==> config.mk <==
export PLATFORM = sky130hd
export DESIGN_NAME = swmin_cell
export DESIGN_NICKNAME = d
export VERILOG_FILES = /design/src/rtl/core/swmin_pkg.sv /design/src/rtl/core/swmin_cell.sv
export SDC_FILE = /design/constraint.sdc
export NUM_CORES = 1
export LEC_CHECK = 0
export BUFFER_PORTS_ARGS = -buffer_cell sky130_fd_sc_hd__buf_2
export CAP_MARGIN = 25
export CORE_MARGIN = 5
export CORE_UTILIZATION = 55
export CTS_CLUSTER_SIZE = 40
export DETAILED_ROUTE_END_ITERATION = 10
export GPL_TIMING_DRIVEN = 0
export PLACE_DENSITY = 0.87
export SYNTH_ARGS = -nofsm -noshare
export SYNTH_HDL_FRONTEND = slang
export SYNTH_SLANG_ARGS = --single-unit
==> constraint.sdc <==
create_clock -name clock -period 5.3 [get_ports clock]
set_input_delay 0.795 -clock clock [delete_from_list [all_inputs] [get_ports clock]]
set_output_delay 0.795 -clock clock [all_outputs]
set_load 0.01 [all_outputs]
==> src/rtl/core/swmin_pkg.sv <==
package swmin_pkg;

   localparam int SAMPLE_WIDTH        = 32;
   localparam int WINDOW_LENGTH_WIDTH = 7;

   typedef logic signed [SAMPLE_WIDTH-1:0] sample_type;

   // Broadcast to every cell of the chain.
   typedef struct packed {
      logic       accept;
      logic       clear;
      sample_type sample;
   } cell_ctrl_type;

   // Candidate as one cell hands it to its neighbour.
   typedef struct packed {
      logic       valid;
      sample_type value;
   } cell_link_type;

endpackage

==> src/rtl/core/swmin_cell.sv <==
module swmin_cell
   import swmin_pkg::*;
#(
   parameter int AGE_BITS = 6
) (
   input  logic                clock,
   input  logic                reset,
   input  cell_ctrl_type       ctrl,
   input  logic                shift,
   input  logic                prev_keep,
   output logic                keep,
   input  cell_link_type       next_post,
   input  logic [AGE_BITS-1:0] next_post_age,
   output cell_link_type       post,
   output logic [AGE_BITS-1:0] post_age
);

   logic                valid_ff, valid_in;
   sample_type          value_ff, value_in;
   logic [AGE_BITS-1:0] age_ff, age_in;
   logic                insert;

   // A candidate survives when it is not strictly greater than the new sample.
   assign keep   = valid_ff && (value_ff <= ctrl.sample);
   // The new sample lands in the first cell behind the surviving candidates.
   assign insert = !keep && prev_keep;

   assign post.valid = keep || insert;
   assign post.value = keep ? value_ff : ctrl.sample;
   assign post_age   = keep ? age_ff + AGE_BITS'(1) : '0;

   always_comb begin
      valid_in = valid_ff;
      value_in = value_ff;
      age_in   = age_ff;
      priority if (ctrl.clear) begin
         valid_in = 1'b0;
      end else if (ctrl.accept && shift) begin
         valid_in = next_post.valid;
         value_in = next_post.value;
         age_in   = next_post_age;
      end else if (ctrl.accept) begin
         valid_in = post.valid;
         value_in = post.value;
         age_in   = post_age;
      end else begin
         valid_in = valid_ff;
      end
   end

   always_ff @(posedge clock) begin
      if (reset) begin
         valid_ff <= 1'b0;
      end else begin
         valid_ff <= valid_in;
      end
      value_ff <= value_in;
      age_ff   <= age_in;
   end

endmodule

Word level (Yosys, flattened, before mapping)
Cells that the tools add are included.
Widths: inputs -> output; s select.

word-level totals
  bits in registers = 39
  input port bits = 77
  output and inout port bits = 40

cells by class
  add/subtract/negate cells = 1
  magnitude comparators = 1
  mux-type cells = 8
  bitwise logic cells = 1
  reductions and logical operators = 8

operator list
  cell                 number
  $mux 32              3
  $le 32x32->1         1
  $mux 6               3
  $add 6x1->6 const B  1
  $logic_and 1x1->1    3
  $mux 1               2
  $reduce_and 2->1     1
  $reduce_bool 2->1    1
  $reduce_or 2->1      1
  $logic_not 1->1      1
  $logic_or 1x1->1     1
  $not 1->1            1

Logic depth before layout (Yosys ltp)
Gate-level depths: netlist of run 1.

  depth after elaboration = 7
  depth in mapped cells = 12
  mapped depth without buffers = 10

Worst setup path after synthesis of run 1
No wires, ideal clock.

  kind = input -> output
  start = input ctrl[31] in the netlist's numbering
  end = output post[0] in the netlist's numbering
  arrival = 3,044 ps
  data required time = 4,505 ps
  slack = 1,461 ps
  cell stages on the path = 11
  cell sequence = inv_1 > ha_1 > nand4_1 > nor4_2 > nand4_1 > or4_1 > o31ai_1 > nor2_1 > inv_2 > buf_4 > mux2_1

RTL lines
  item             RTL line          text
  start, declared  swmin_cell.sv:8   input cell_ctrl_type ctrl,
  end, declared    swmin_cell.sv:14  output cell_link_type post,

==> results of run 1 <==
final cells by class:
class                      instances  area [µm²]
sequential                        39        1160
clock buffer                       5        68.8
inverter                          35         131
timing repair buffer             117         601
buffer                            33         156
clock inverter                     3        38.8
tap                               75        93.8
multi-input combinational        279        1880
fill                             478        1760
layer usage:
layer / track usage, % / vias to the layer above / share of wire, %
li1: - / 1725 / -
met1: 34.0 / 1639 / 41
met2: 43.6 / 208 / 48
met3: 5.64 / 23 / 9.7
met4: 8.37 / 0 / 1.5
met5: 0 / - / 0
placed cells by master (no fill, tap or decap), types with 2 or more instances in the layout:
| cell type | n |
|---|---|
| nand3_1 | 4 |
| nor2_1 | 10 |
| edfxtp_1 | 38 |
| o211ai_1 | 34 |
| ha_1 | 33 |
| clkbuf_1 | 18 |
| xnor2_1 | 2 |
| a21oi_1 | 12 |
| o21ai_1 | 8 |
| nand2_1 | 50 |
| a221oi_1 | 2 |
| or3_1 | 2 |
| o311ai_0 | 15 |
| xor2_1 | 2 |
| o311ai_1 | 17 |
| buf_4 | 3 |
| clkbuf_8 | 5 |
| o31ai_1 | 6 |
| buf_2 | 127 |
| and2_1 | 3 |
| nand4_1 | 7 |
| o21ai_0 | 60 |
| inv_1 | 34 |
metrics by stage:
step | instance area (µm²) | util (%) | setup WS, ps | power (µW) | instances
finish | 4130 | 70.1 | 798 | 830 | 586
global route | 4130 | 70.1 | 561 | 866 | 586
CTS | 4130 | 70.1 | 818 | 826 | 586
detailed placement | 4020 | 68.3 | 838 | 581 | 578
global placement | 3990 | 67.8 | 867 | 572 | 577
floorplan | 3320 | - | 1460 | 495 | 386
cells by family after synthesis:
| kind of cell | after synthesis | synth area share [%] |
|---|---|---|
| DFF | 39 | 35.0 |
| xor gates and xnor gates | 4 | 1.06 |
| buffers and inverters | 68 | 8.67 |
| AOI/OAI and AO/OA | 159 | 31.4 |
| muxes | 1 | 0.339 |
| and+or+nand+nor | 82 | 11.0 |
| adders and majority gates | 33 | 12.4 |
worst min-delay path: cells and delay by family (launching register included):
family	cells	cell delay, ps
flops	1	380
compound gates	2	180
worst max path at each step:
stage              from       end
2_1_floorplan  ctrl[31]   post[0]
3_3_place_gp   ctrl[31]  post[16]
3_5_place_dp   ctrl[31]  post[16]
4_1_cts        ctrl[31]  post[16]
5_1_grt        ctrl[31]   post[7]
6_report       ctrl[31]  post[20]
sequential cells by signal (all words and copies together), names as in the netlist:
signal	flops
value_ff	32
valid_ff	1
age_ff	6
synthesized netlist by cell type, drive strengths merged (2+ instances only):
library cell | number | area, µm²
o21ai | 68 | 340
nand2 | 50 | 188
edfxtp | 38 | 1140
inv | 35 | 131
o211ai | 34 | 255
ha | 33 | 413
o311ai | 32 | 280
clkbuf | 18 | 67.6
buf | 15 | 88.8
a21oi | 12 | 60.1
nor2 | 10 | 37.5
nand4 | 7 | 43.8
o31ai | 6 | 45.0
nand3 | 4 | 20.0
and2 | 3 | 18.8
a221oi | 2 | 17.5
nor2b | 2 | 12.5
or3 | 2 | 12.5
xnor2 | 2 | 17.5
xor2 | 2 | 17.5
where the power goes:
| part | switching, µW | internal [µW] |
|---|---|---|
| combinational | 116 | 87.4 |
| clock | 115 | 138 |
| sequential | 12.4 | 361 |
| total | 244 | 586 |
==> results by group, run 1 <==
STA
  • Max Fclk: 222 MHz
  • Setup TNS: 0 ps
  • Fin Clk Skew: 7.29 ps
  • Slew Limit Fails: 0
  • Max transition margin: ~66%
  • Worst-Margin Slew: 509 ps
  • Endpoints failing hold: 0
  • Setup violators final: 0
  • RSZ-0062 raised after global routing: no
  • Fin Hold WS: between 600 and 700 ps
  • Final period utilization: 84.9%
  • Min Tclk post-route: between 4000 and 5000 ps

Hold path
  • Hold Startpoint: value_ff[1]
  • Hold path depth: 2
  • Hold EP: value_ff[1]
  • Worst hold path type: register to register

Die
  • Core ar.: 5890 µm²
  • Placement Rows: 28
  • Die Area: 7690 µm²
  • Chip width: around 88 µm
  • Die Span Y: roughly 88 µm
  • Initial Utilization: 56.4%
  • I/O pin cnt: 117

Critical path
  • Worst R2R Path Depth: 11
  • Worst Path Required: 4510 ps
  • CP max-delay cell: or4_1
  • Worst Path Buf+Inv: 6
  • Crit-path cells: buf_2 > inv_1 > ha_1 > nand4_1 > nor4_2 > nand4_1 > or4_1 > o31ai_1 > nor2_1 > inv_2 > buf_4 > buf_2 > o21ai_0 > buf_2
  • CP Launch Type: input port
  • Family with the most delay on the worst path: simple AND/OR/NAND/NOR gates
  • Path type of the worst setup path: input port to output pin
  • Reg-to-reg setup timing slack: 2080 ps
  • Worst path arrival time: roughly 3700 ps
  • Slowest stage delay, CP: 540 ps
  • Worst reg2reg path startpoint: value_ff[31]
  • CP endpoint kind: output pin
  • Cell depth of the worst setup path: 14
  • Reg2reg end: value_ff[28]
  • Maximum fanout count along the critical path: 10
  • CP most frequent cell: buf_2

Final layout
  • Layout Nets: 620
  • Area delta synth->final: 24.4%
  • # diodes: 0
  • Share of layout cells above drive strength 1: 27.8%

Global route
  • Tot GR Track Use: 26.2%
  • Largest net degree at the start of global routing: 27
  • First-pass GRT wire length: around 16000 µm
  • Gr ovfl total: 0
  • Number of global-route vias before repair: 3605
  • Initial antenna violation count: 0

CTS
  • CTS tree: built
  • H-tree Lvls: 2
  • CTS Hold Buffers Added: 0
  • Post-CTS Setup Inserts: 0
  • Gates resized, CTS repair: 0
  • Root Buffer: clkbuf_8
  • Clk buf depth: 2
  • CTS Buf Count: 5
  • Worst-Skew Late Latency: 300 ps
  • CTS clk-pin slew, worst paths: 80 ps
  • CTS Sinks: 39

Synthesis
  • Netlist cell types: 36
  • Synth Register Bits: 39
  • Syn_nets: roughly 500
  • Primary FF master, synth: edfxtp_1
  • Seq/Total Area, Yosys: 35.0%
  • Ys async rst share: 0%
  • Yosys warns: 0
  • EDFF count, synth: 38
  • Mapped Cells: 386
  • Cell Area, Synth: about 3300 µm²
  • Mean area per synthesized cell: ~8.6 µm²

Detailed routing
  • WL final: 9950 µm
  • 1st-pass router iterations: 5
  • Starting DRT DRC Count: 236
  • Routed WL per cell: 17.0 µm
  • Via/cell ratio: 6.13
  • Via count: 3595
  • ANT nets after route: 0
  • DRC: 0

Place
  • IO Port Bufs: 116
  • Gpl congestion: 0.811
  • DP HPWL: around 7500 µm

Power and ir drop
  • PwrDens: around 200 nW/µm²
  • Leak: 0.00178 µW
  • IR Drop Worst-Case VDD: between 0.0001 and 0.00015 V

Run status
  • Status: completed

Flow run
  • Max cap viols: 0
No activity file was read; power rests on OpenSTA's default activity.
==> inputs of run 2 (changes only) <==
- CORE_UTILIZATION: 55 -> 46
- PLACE_DENSITY: 0.87 -> 0.78
- clock period: 5.3 -> 4.01 ns (I/O delays scaled with it)
==> results by group, run 2 (same netlist as run 1, synthesis figures left out) <==
Global route
  • Number of global-route vias before repair: 3468 (-3.8%)
  • Tot GR Track Use: 22.7% (-3.5 points)
  • First-pass GRT wire length: 16200 µm (-0.47%)
  • Largest net degree at the start of global routing: 29 (+7.4%)
  • Gr ovfl total: 0 (unchanged)
  • Initial antenna violation count: 0 (unchanged)

Critical path
  • Worst path arrival time: 3350 ps (-360 ps)
  • CP endpoint kind: output pin
  • CP Launch Type: register
  • CP most frequent cell: nand4_1
  • Family with the most delay on the worst path: simple AND/OR/NAND/NOR gates
  • Slowest stage delay, CP: 530 ps (about the same)
  • Maximum fanout count along the critical path: 9 (-1)
  • Worst R2R Path Depth: 11 (unchanged)
  • Reg-to-reg setup timing slack: 700 ps (-1380 ps)
  • Path type of the worst setup path: register to output pin
  • CP max-delay cell: or4_4
  • Reg2reg end: value_ff[10]
  • Worst reg2reg path startpoint: value_ff[30]
  • Crit-path cells: ha_4 > nand4_1 > nor4_4 > nand4_1 > or4_4 > o31ai_2 > nor2_2 > inv_2 > buf_8 > mux2_1 > buf_2
  • Worst Path Buf+Inv: 3 (-3)
  • Worst Path Required: 3410 ps (-1100 ps)

Die
  • Core ar.: 7140 µm² (+21%)
  • Initial Utilization: 46.5% (-9.9 points)
  • I/O pin cnt: 117 (unchanged)
  • Die Span Y: 94.9 µm (+8.3%)
  • Die Area: 9010 µm² (+17%)
  • Chip width: 94.9 µm (+8.3%)
  • Placement Rows: 31 (+11%)

Place
  • Gpl congestion: 0.870 (+7.3%)
  • Cells after DPL: 602 (+4.2%)
  • IO Port Bufs: 116 (unchanged)
  • DP HPWL: 7700 µm (+3.3%)

Final layout
  • Largest Register: value_ff
  • Most frequent cells in the layout: buf_2, o21ai_0, nand2_1, edfxtp_1
  • Area delta synth->final: 29.6%
  • Max FFs per register: 32 (unchanged)
  • Finished Layout Cells: 620 (+5.8%)
  • # diodes: 0 (unchanged)
  • Layout Nets: 630 (+1.6%)
  • Share of layout cells above drive strength 1: 31.3% (+3.5 points)
  • Top Registers: value_ff: 32 flops, age_ff: 6 flops, valid_ff: 1 flops
  • Fill cells: 691 (+45%)
  • Most common cell after layout, fill and taps aside: buf_2
  • Post-Route Utilization: 60.3% (-9.9 points)

Detailed routing
  • Routed WL per cell: 16.7 µm (-1.8%)
  • 1st-pass router iterations: 7 (+2)
  • Starting DRT DRC Count: 262 (+11%)
  • DRC: 0 (unchanged)
  • Via/cell ratio: 5.82 (-5.1%)
  • ANT nets after route: 0 (unchanged)
  • WL final: 10300 µm (+3.9%)
  • Via count: 3610 (+0.42%)

STA
  • Max Fclk: between 200 and 300 MHz
  • Endpoints failing hold: 0 (unchanged)
  • Final period utilization: 98.4%
  • Max transition margin: 65.1% (-0.91 points)
  • Min Tclk post-route: between 3000 and 4000 ps
  • Worst-Margin Slew: 523 ps (+13.7 ps)
  • Fin Clk Skew: 13.0 ps (+5.68 ps)
  • Setup violators final: 0 (unchanged)
  • Slew Limit Fails: 0 (unchanged)

CTS
  • Root Buffer: clkbuf_8
  • CTS tree: built
  • CTS Sinks: 39 (unchanged)
  • Worst-Skew Late Latency: 310 ps (about the same)
  • CTS clk-pin slew, worst paths: 80 ps (about the same)
  • H-tree Lvls: 2 (unchanged)
  • CTS Hold Buffers Added: 0 (unchanged)
  • CTS Buf Count: 5 (unchanged)
  • Clk buf depth: 2 (unchanged)

Hold path
  • Hold path depth: 3 (+1)
  • Worst hold path type: input port to register
  • Hold Startpoint: next_post[27]
  • Hold EP: value_ff[27]

Flow run
  • Max cap viols: 0 (unchanged)

Power and ir drop
  • Leak: 0.00185 µW (+4.1%)
  • PwrDens: 243 nW/µm² (+21%)
  • IR Drop Worst-Case VDD: 0.000141 V (+9.3%)

Run status
  • Status: completed
-- run 2: worst max path at each step --
stage | start | cells after the start | slack, ps | endpoint
CTS | value_ff[17] | 11 | 8 | post[23]
global route | value_ff[30] | 11 | -90 | post[23]
global placement | ctrl[31] | 14 | -40 | post[11]
finish | value_ff[30] | 11 | 60 | post[0]
detailed placement | ctrl[31] | 14 | -80 | post[15]
floorplan | ctrl[31] | 11 | 560 | post[0]
-- run 2: worst reg2reg max path: cells and delay by family (launching register included) --
kind	cells	cell delay, ps
buffers and inverters	3	560
adders and majority gates	1	310
DFF	1	470
AOI/OAI and AO/OA	3	360
and+or+nand+nor	4	1380
-- run 2: cell type report --
type / count / area [µm²] / share of cell area (%)
flip-flops and latches: 39 / 1160 / 27.0
well taps: 99 / 124 / 2.88
clock buffers: 7 / 76.3 / 1.77
plain buffers: 33 / 188 / 4.36
clock inverters: 1 / 5.00 / 0.116
inverters: 35 / 131 / 3.05
repair buffers: 127 / 676 / 15.7
multi-input cells: 279 / 1940 / 45.1
-- run 2: routing by layer --
metal	GRT usage [%]	up-vias	routed length [µm]
met5	0	-	0
met2	36.3	177	4930
met4	9.86	0	240
li1	-	1749	-
met1	29.8	1664	4310
met3	4.30	20	862
-- run 2: metrics by stage --
stage	power [µW]	hold WS (ps)	instance area (µm²)	TNS (ps)	setup slack [ps]
after CTS	1030	577	4130	0	7.65
final	1050	570	4300	0	63.1
after global placement	759	629	4020	-339	-41.6
after floorplan	655	599	3320	0	558
after global routing	1100	592	4300	-1430	-89.7
after detailed placement	769	637	4050	-972	-82.6
-- run 2: what timing repair did --
| action | in CTS | in global routing |
|---|---|---|
| pin swaps | 1 | 6 |
| cloned | 0 | 0 |
| resized for setup | 0 | 33 |
| endpoints found under the setup margin | 23 | 34 |
| setup buffers | 0 | 10 |
-- run 2: report_power, final --
part | switching, µW | total, µW | internal, µW
clock network | 148 | 271 | 122
registers | 16.5 | 494 | 477
logic | 158 | 282 | 124
total | 323 | 1050 | 724
